===== src/hw/rtl/lsdt_pkg.sv =====
`default_nettype none
// ----------------------------------------------------------------------------
// lsdt_pkg
// Shared sizes and types for the LRU stack-distance tracker.
// ----------------------------------------------------------------------------
package lsdt_pkg;

	localparam int MAX_FRAMES  = 64;
	localparam int PAGE_BITS   = 32;

	localparam int PAGE_IN_W   = 32;  // page_number field
	localparam int CAP_W       = 7;   // capacity_in_use register
	localparam int DEPTH_W     = 6;   // stack_depth field
	localparam logic [CAP_W-1:0] CAP_RESET = CAP_W'(64);

	localparam int OCC_W       = $clog2(MAX_FRAMES + 1);
	localparam int CMP_W       = (OCC_W > CAP_W) ? OCC_W : CAP_W;
	localparam int IDX_W       = (MAX_FRAMES > 1) ? $clog2(MAX_FRAMES) : 1;

	// match vector is reduced in groups of this many cells
	localparam int GRP_SIZE    = 8;
	localparam int NGRP        = (MAX_FRAMES + GRP_SIZE - 1) / GRP_SIZE;
	localparam int NPAD        = NGRP * GRP_SIZE;

	typedef logic [PAGE_BITS-1:0] page_t;

	typedef struct packed {
		logic shift;    // take the neighbour's page this cycle
	} cell_ctrl_t;

	typedef struct packed {
		logic             hit;
		logic [IDX_W-1:0] depth;
	} loc_res_t;

endpackage
`default_nettype wire


===== src/hw/rtl/lsdt_cell.sv =====
`default_nettype none
// ----------------------------------------------------------------------------
// lsdt_cell
// One slot of the recency stack: holds a page, compares it with the key and
// takes its younger neighbour's page when told to shift.
// ----------------------------------------------------------------------------
module lsdt_cell import lsdt_pkg::*; (
	input  wire logic       clk,
	input  wire cell_ctrl_t ctrl,
	input  wire page_t      prev_page,
	input  wire page_t      key,
	input  wire logic       valid,
	output page_t           page,
	output logic            match_s1
);

	page_t page_q;

	always_ff @(posedge clk) begin
		if (ctrl.shift) begin
			page_q <= prev_page;
		end
		match_s1 <= valid && (page_q == key);
	end

	assign page = page_q;

endmodule
`default_nettype wire


===== src/hw/rtl/lsdt_locate.sv =====
`default_nettype none
// ----------------------------------------------------------------------------
// lsdt_locate
// Finds the first matching cell from the MRU end: registered group ORs,
// prefix of "match above", then a registered one-hot to index encode.
// ----------------------------------------------------------------------------
module lsdt_locate import lsdt_pkg::*; (
	input  wire logic                  clk,
	input  wire logic                  capture,
	input  wire logic [MAX_FRAMES-1:0] match_s1,
	output logic      [MAX_FRAMES-1:0] shift_en,
	output logic                       found,
	output loc_res_t                   res
);

	logic [NPAD-1:0]       match_pad;
	logic [NPAD-1:0]       match_s2;
	logic [NGRP-1:0]       grp_s2;
	logic [NPAD-1:0]       above;
	logic [MAX_FRAMES-1:0] first;
	logic [MAX_FRAMES-1:0] first_s3;
	logic                  hit_s3;
	logic [IDX_W-1:0]      depth_v;

	assign match_pad = NPAD'(match_s1);

	always_ff @(posedge clk) begin
		match_s2 <= match_pad;
		for (int g = 0; g < NGRP; g++) begin
			grp_s2[g] <= |match_pad[g*GRP_SIZE +: GRP_SIZE];
		end
	end

	// above[i]: some cell nearer the MRU end matched
	always_comb begin
		logic run;
		run   = 1'b0;
		above = '0;
		for (int g = 0; g < NGRP; g++) begin
			logic r;
			r = run;
			for (int j = 0; j < GRP_SIZE; j++) begin
				above[g*GRP_SIZE + j] = r;
				r = r | match_s2[g*GRP_SIZE + j];
			end
			run = run | grp_s2[g];
		end
	end

	assign shift_en = ~above[MAX_FRAMES-1:0];
	assign first    = match_s2[MAX_FRAMES-1:0] & ~above[MAX_FRAMES-1:0];
	assign found    = |grp_s2;

	// taken once per reference, in the update cycle; held while the result
	// waits so the compare of the updated row cannot leak in
	always_ff @(posedge clk) begin
		if (capture) begin
			first_s3 <= first;
			hit_s3   <= found;
		end
	end

	always_comb begin
		depth_v = '0;
		for (int i = 0; i < MAX_FRAMES; i++) begin
			if (first_s3[i]) begin
				depth_v = depth_v | IDX_W'(i);
			end
		end
	end

	assign res.hit   = hit_s3;
	assign res.depth = depth_v;

endmodule
`default_nettype wire


===== src/hw/rtl/lru_stack_distance_tracker_core.sv =====
`default_nettype none
// ----------------------------------------------------------------------------
// lru_stack_distance_tracker_core
// Fully associative LRU recency stack reporting the stack distance of each
// page reference.
// ----------------------------------------------------------------------------
// One reference is handled at a time: a new reference is taken only once
// the last one's result has been loaded into the output register. The
// sequence is set by the walk through the cell row:
// compare in every cell, group reduction of the match vector, prefix and
// stack update, then the index encode into the output register. A result
// that waits on out_stall does not hold up the next reference, only the
// encode step of the one after it. Capacity is written through the cfg
// channel (always ready); the user must write it only while no reference is
// in flight, which the block itself does not enforce. Zero is taken as one
// and values above the cell count saturate to it. Lowering capacity below
// the current occupancy keeps the extra entries: each later miss evicts only the LRU page.
// ----------------------------------------------------------------------------
module lru_stack_distance_tracker_core import lsdt_pkg::*; (
	input  wire logic                 clk,
	input  wire logic                 arst_n,
	// reference input
	input  wire logic                 in_valid,
	output logic                      in_stall,
	input  wire logic [PAGE_IN_W-1:0] page_number,
	// result output
	output logic                      out_valid,
	input  wire logic                 out_stall,
	output logic                      hit,
	output logic [DEPTH_W-1:0]        stack_depth,
	// capacity write
	input  wire logic                 cfg_valid,
	output logic                      cfg_ready,
	input  wire logic [CAP_W-1:0]     cfg_data
);

	typedef enum logic [4:0] {
		ST_IDLE = 5'b00001,
		ST_CMP  = 5'b00010,
		ST_GRP  = 5'b00100,
		ST_UPD  = 5'b01000,
		ST_ENC  = 5'b10000
	} state_t;

	state_t                state_q;
	logic [CAP_W-1:0]      cap_q;
	logic [OCC_W-1:0]      occ_q;
	page_t                 req_q;
	logic [CMP_W-1:0]      cap_eff;

	logic                  out_valid_q;
	logic                  out_hit_q;
	logic [DEPTH_W-1:0]    out_depth_q;

	page_t                 cell_page [MAX_FRAMES];
	logic [MAX_FRAMES-1:0] cell_valid;
	logic [MAX_FRAMES-1:0] match_s1;
	logic [MAX_FRAMES-1:0] shift_en;
	logic                  found;
	loc_res_t              res;

	logic                  in_xact;
	logic                  out_load;

	assign in_stall  = (state_q != ST_IDLE);
	assign in_xact   = in_valid && !in_stall;
	assign cfg_ready = 1'b1;
	assign out_load  = (state_q == ST_ENC) && (!out_valid_q || !out_stall);

	// ---- capacity register ----
	always_ff @(posedge clk or negedge arst_n) begin
		if (!arst_n) begin
			cap_q <= CAP_RESET;
		end else if (cfg_valid && cfg_ready) begin
			cap_q <= cfg_data;
		end
	end

	always_comb begin
		cap_eff = CMP_W'(cap_q);
		if (cap_q == '0) begin
			cap_eff = CMP_W'(1);
		end else if (CMP_W'(cap_q) > CMP_W'(MAX_FRAMES)) begin
			cap_eff = CMP_W'(MAX_FRAMES);
		end
	end

	// ---- sequencer and occupancy ----
	always_ff @(posedge clk or negedge arst_n) begin
		if (!arst_n) begin
			state_q <= ST_IDLE;
			occ_q   <= '0;
		end else begin
			case (state_q)
				ST_IDLE: begin
					if (in_xact) begin
						state_q <= ST_CMP;
					end
				end
				ST_CMP: state_q <= ST_GRP;
				ST_GRP: state_q <= ST_UPD;
				ST_UPD: begin
					// a miss grows the stack until capacity, then evicts the LRU page
					if (!found && (CMP_W'(occ_q) < cap_eff)) begin
						occ_q <= occ_q + OCC_W'(1);
					end
					state_q <= ST_ENC;
				end
				ST_ENC: begin
					if (out_load) begin
						state_q <= ST_IDLE;
					end
				end
				default: state_q <= ST_IDLE;
			endcase
		end
	end

	// key for the compare; held for the whole transaction
	always_ff @(posedge clk) begin
		if (in_xact) begin
			req_q <= page_t'(page_number);
		end
	end

	// ---- cell row ----
	// slot 0 is MRU; on update, cells from the MRU end down to the hit (or
	// all of them on a miss) take their neighbour's page and slot 0 the key
	for (genvar i = 0; i < MAX_FRAMES; i++) begin : g_cell
		cell_ctrl_t ctrl;
		page_t      prev;

		assign ctrl.shift    = (state_q == ST_UPD) && shift_en[i];
		assign cell_valid[i] = occ_q > OCC_W'(i);

		if (i == 0) begin : g_head
			assign prev = req_q;
		end else begin : g_body
			assign prev = cell_page[i-1];
		end

		lsdt_cell u_cell (
			.clk       (clk),
			.ctrl      (ctrl),
			.prev_page (prev),
			.key       (req_q),
			.valid     (cell_valid[i]),
			.page      (cell_page[i]),
			.match_s1  (match_s1[i])
		);
	end

	lsdt_locate u_locate (
		.clk      (clk),
		.capture  (state_q == ST_UPD),
		.match_s1 (match_s1),
		.shift_en (shift_en),
		.found    (found),
		.res      (res)
	);

	// ---- output register ----
	always_ff @(posedge clk or negedge arst_n) begin
		if (!arst_n) begin
			out_valid_q <= 1'b0;
		end else if (out_load) begin
			out_valid_q <= 1'b1;
		end else if (!out_stall) begin
			out_valid_q <= 1'b0;
		end
	end

	always_ff @(posedge clk) begin
		if (out_load) begin
			out_hit_q   <= res.hit;
			// depth is zero on a miss: the one-hot is empty then
			out_depth_q <= DEPTH_W'(res.depth);
		end
	end

	assign out_valid   = out_valid_q;
	assign hit         = out_hit_q;
	assign stack_depth = out_depth_q;

endmodule
`default_nettype wire


===== config.mk =====
export PLATFORM = sky130hd
export DESIGN_NAME = lru_stack_distance_tracker_core
export DESIGN_NICKNAME = d
export VERILOG_FILES = /design/src/hw/rtl/lsdt_pkg.sv /design/src/hw/rtl/lsdt_cell.sv /design/src/hw/rtl/lsdt_locate.sv /design/src/hw/rtl/lru_stack_distance_tracker_core.sv
export SDC_FILE = /design/constraint.sdc
export NUM_CORES = 2
export LEC_CHECK = 0
export BUFFER_PORTS_ARGS = -buffer_cell sky130_fd_sc_hd__buf_2
export CORE_UTILIZATION = 50
export DETAILED_ROUTE_END_ITERATION = 10
export PLACE_DENSITY = 0.7
export SLEW_MARGIN = 20
export SYNTH_ARGS = -nofsm -noshare
export SYNTH_HDL_FRONTEND = slang
export SYNTH_HIERARCHICAL = 1
export SYNTH_SLANG_ARGS = --single-unit

===== constraint.sdc =====
create_clock -name clk -period 5 [get_ports clk]
set_input_delay 0.75 -clock clk [delete_from_list [all_inputs] [get_ports clk]]
set_output_delay 0.75 -clock clk [all_outputs]
set_load 0.02 [all_outputs]

==> results.py <==
metrics = {
    "layout": {
        "drive_above_1_share": 0.0926,
        "final_area_um2": 106000,
        "fin_nets": 6066,
        "area_growth_pct": 12.6,
    },
    "timing": {
        "clock.fmax_mhz": 280,
        "hold_viol": 0,
        "skew_ns": 0.0413,
        "layout_min_cycle_time_ns": 3.57,
        "drv_slew": 0,
        "relSlewSlack": 0.266,
        "rsz0062_at_grt": "no",
        "finalSetupViolCount": 0,
        "setup_tns_ns": 0,
        "worst_pin_slew_ns": 1.10,
        "setup_ws_ns": 1.43,
        "fin_crit_sh": 0.713,
    },
    "floorplan": {
        "core-area_um2": 186000,
        "initial_core_util": 0.504,
        "die_width_um": 435,
        "die_area_um2": 189000,
        "rows": 158,
        "dieHeight_um": 435,
        "io_pins": 54,
    },
    "critical_path": {
        "critPathMaxFanout": 14,
        "endpoint_kind": "flop",
        "cp_slowest_cell": "or4_1",
        "cp-startpoint": "u_locate/grp_s2[0]",
        "critPathBufInv": 1,
        "r2r_start": "u_locate/grp_s2[0]",
        "worstSetupStartpointType": "flop",
        "worst-path-stages": 8,
        "crit_required_ns": 5.73,
        "cp_common_cell": "or4_1",
        "slowest_delay_ns": 0.87,
        "cp_cell_sequence": "or4_1 -> or4_1 -> inv_1 -> nand2b_1 -> nor2_1 -> o2111a_4 -> nand2_4 -> mux2_4",
        "crit_family": "simple AND/OR/NAND/NOR gates",
        "r2r_cells": 8,
        "worstSetupPathType": "reg -> reg",
        "arrival_ns": 4.30,
    },
    "logic_synthesis": {
        "synthAdderAreaFrac": 0.00134,
        "async_reset_ff_frac": 0.00867,
        "synth-simple-area-share": 0.0744,
        "ys_seq_area_frac": 0.724,
        "synthXorXnorAreaFrac": 0.192,
        "synth_compound_area_frac": 0.00482,
        "synth.mux.area_fraction": 0.000881,
        "synth-seq-cells": 2307,
        "ys_warn_count": 6,
        "ys_types": 58,
        "synth_top_family_by_area": "XOR/XNOR gates",
        "synthesis.area_um2": 93700,
        "synth-edff-count": 2151,
        "netlist_instances": 5670,
        "syn-num-nets": 5724,
        "syn_avg_cell_area_um2": 16.5,
        "synth_ff_type": "edfxtp_1",
    },
    "clock_network": {
        "cts_resized": 0,
        "cts_hold_buffers": 2,
        "h-tree-depth": 4,
        "cts_tree": "done",
        "path_clk_slew_ns": 0.06,
        "clockBufferDepth": 3,
        "cts_root_buffer": "clkbuf_16",
        "cts-buffers-inserted": 214,
        "cts.sinks": 2307,
        "clk_latency_ns": 0.86,
        "postCtsSetupRepairBufs": 0,
    },
    "routing": {
        "num_vias": 49200,
        "drc_errors": 0,
        "drt_iter0_markers": 4673,
        "wl_per_cell_um": 25.8,
        "wl_um": 224000,
        "ant_nets": 0,
        "vias_per_cell": 5.67,
        "first_pass_iters": 5,
    },
    "global_route": {
        "antenna_found_initial": 12,
        "grt_max_degree": 66,
        "busiest_layer": "met2",
        "met3_usage": 0.0485,
        "met1_usage": 0.297,
        "met2_usage": 0.404,
        "gr-total-overflow": 0,
        "grt_pass1_vias": 50000,
        "grt_pass1_wl_um": 330000,
        "grtUsageTotal": 0.236,
    },
    "place": {
        "dp_hpwl_um": 140000,
        "placed_cell_area_um2": 98100,
        "port_buffers": 52,
        "place_congestion": 0.936,
        "post-place-ws_ns": 1.53,
    },
    "worst_hold_path": {
        "min_from": "page_number[26]",
        "hold_depth": 1,
        "min_path_type": "in -> reg",
    },
    "status": {
        "status": "finished, final reports clean",
    },
    "power_and_ir_drop": {
        "leakagePower_uw": 0.0339,
        "fin_total_pwr_uw": 45400,
        "ir_drop_mv": 0.609,
        "powerDensity_nw_per_um2": 430,
    },
    "run": {
        "drv_cap": 0,
    },
}
==> registers in the layout (all words and copies together), names as in the netlist <==
name	cells
g_cell.u_cell/page	2048
g_cell.u_cell/match_s1	64
u_locate/match_s2	64
u_locate/first_s3	63
g_cell.prev	32
u_locate/grp_s2	8
cap_q	7
occ_q	7
stack_depth	6
state_q	5
hit	1
out_valid	1
u_locate/hit_s3	1
==> path summary, 6_finish.rpt <==
path | end | slack, ns
min in group asynchronous | cap_q[0] | 0.42
max in group asynchronous | cap_q[6] | 4.19
max | occ_q[1] | 1.43
min | g_cell[0].prev[26] | 0.07
min reg2reg | u_locate/match_s2[11] | 0.34
max reg2reg | occ_q[1] | 1.43
==> synthesized netlist by cell type, types with 13 or more instances <==
cell type | n | area, µm²
nor3_1 | 91 | 455
edfxtp_1 | 2151 | 64600
nor2_1 | 71 | 267
inv_1 | 28 | 105
and2_1 | 99 | 619
nor3_2 | 67 | 671
xnor2_1 | 70 | 613
dfrtp_1 | 18 | 450
nand3_1 | 143 | 716
clkbuf_1 | 13 | 48.8
nand2_1 | 59 | 221
dfxtp_1 | 136 | 2720
nand4_1 | 75 | 469
xor2_1 | 1984 | 17400
nor4_1 | 498 | 3120
o21ai_0 | 26 | 130
==> worst register-to-register path, stage by stage (launching register included) <==
cell and delay (ns):
dfxtp_1 0.45, or4_1 0.86, or4_1 0.88, inv_1 0.24
nand2b_1 0.18, nor2_1 0.17, o2111a_4 0.30, nand2_4 0.07
mux2_4 0.30
==> cell families (layout without fill, tap and decap cells) <==
| kind of cell | count (synthesis) | after routing |
|---|---|---|
| AO/OA/AOI/OAI | 68 | 68 |
| XOR/XNOR | 2054 | 2054 |
| adder cells (fa/ha/maj) | 10 | 10 |
| buffers and inverters | 60 | 586 |
| flip-flops | 2307 | 2307 |
| multiplexers | 7 | 7 |
| other | 2 | 6 |
| AND/OR/NAND/NOR | 1162 | 1162 |
==> area by class of cell <==
type | count | area (µm²)
fillers | 14100 | 80300
flip-flops and latches | 2307 | 67800
multi-input cells | 3303 | 25600
clock buffers | 280 | 5800
well taps | 2480 | 3100
clock inverters | 120 | 1610
repair buffers | 157 | 1450
inverters | 29 | 109
diodes | 4 | 10.0
==> metal layers <==
layer,up-vias,wire (µm)
met4,12,8060
met3,507,16700
met5,-,69
met2,1836,112000
li1,21700,-
met1,25100,87400
==> per-stage QoR <==
step                      utilization  hold slack, ns  std cells
after floorplan                     -           0.331       5670
after global placement          0.528           0.341       8274
after detailed placement        0.528           0.341       8274
after CTS                       0.568          0.0102       8676
after global routing            0.568          0.0245       8677
final                           0.568          0.0729       8680
==> cell usage in the layout, fill, tap and decap left out, types with 18 or more instances in the layout <==
cell type,netlist,layout
and2_1,99,97
buf_12,0,32
buf_2,12,52
buf_4,3,71
bufinv_16,0,34
clkbuf_1,13,49
clkbuf_16,0,216
clkinv_1,0,23
clkinv_2,0,36
dfrtp_1,18,18
dfxtp_1,136,136
edfxtp_1,2151,2151
inv_1,28,28
nand2_1,59,59
nand3_1,143,143
nand4_1,75,75
nor2_1,71,69
nor3_1,91,91
nor3_2,67,67
nor4_1,498,498
o21ai_0,26,26
xnor2_1,70,70
xor2_1,1984,1984
==> report_power, final <==
part / internal [µW] / switching [µW] / leakage (µW) / total [µW]
registers: 21500 / 386 / 0.0195 / 21900
clock network: 9960 / 7160 / 0.00360 / 17100
logic: 2050 / 4360 / 0.0108 / 6410
Note: power is estimated with default switching activity, not from simulation.
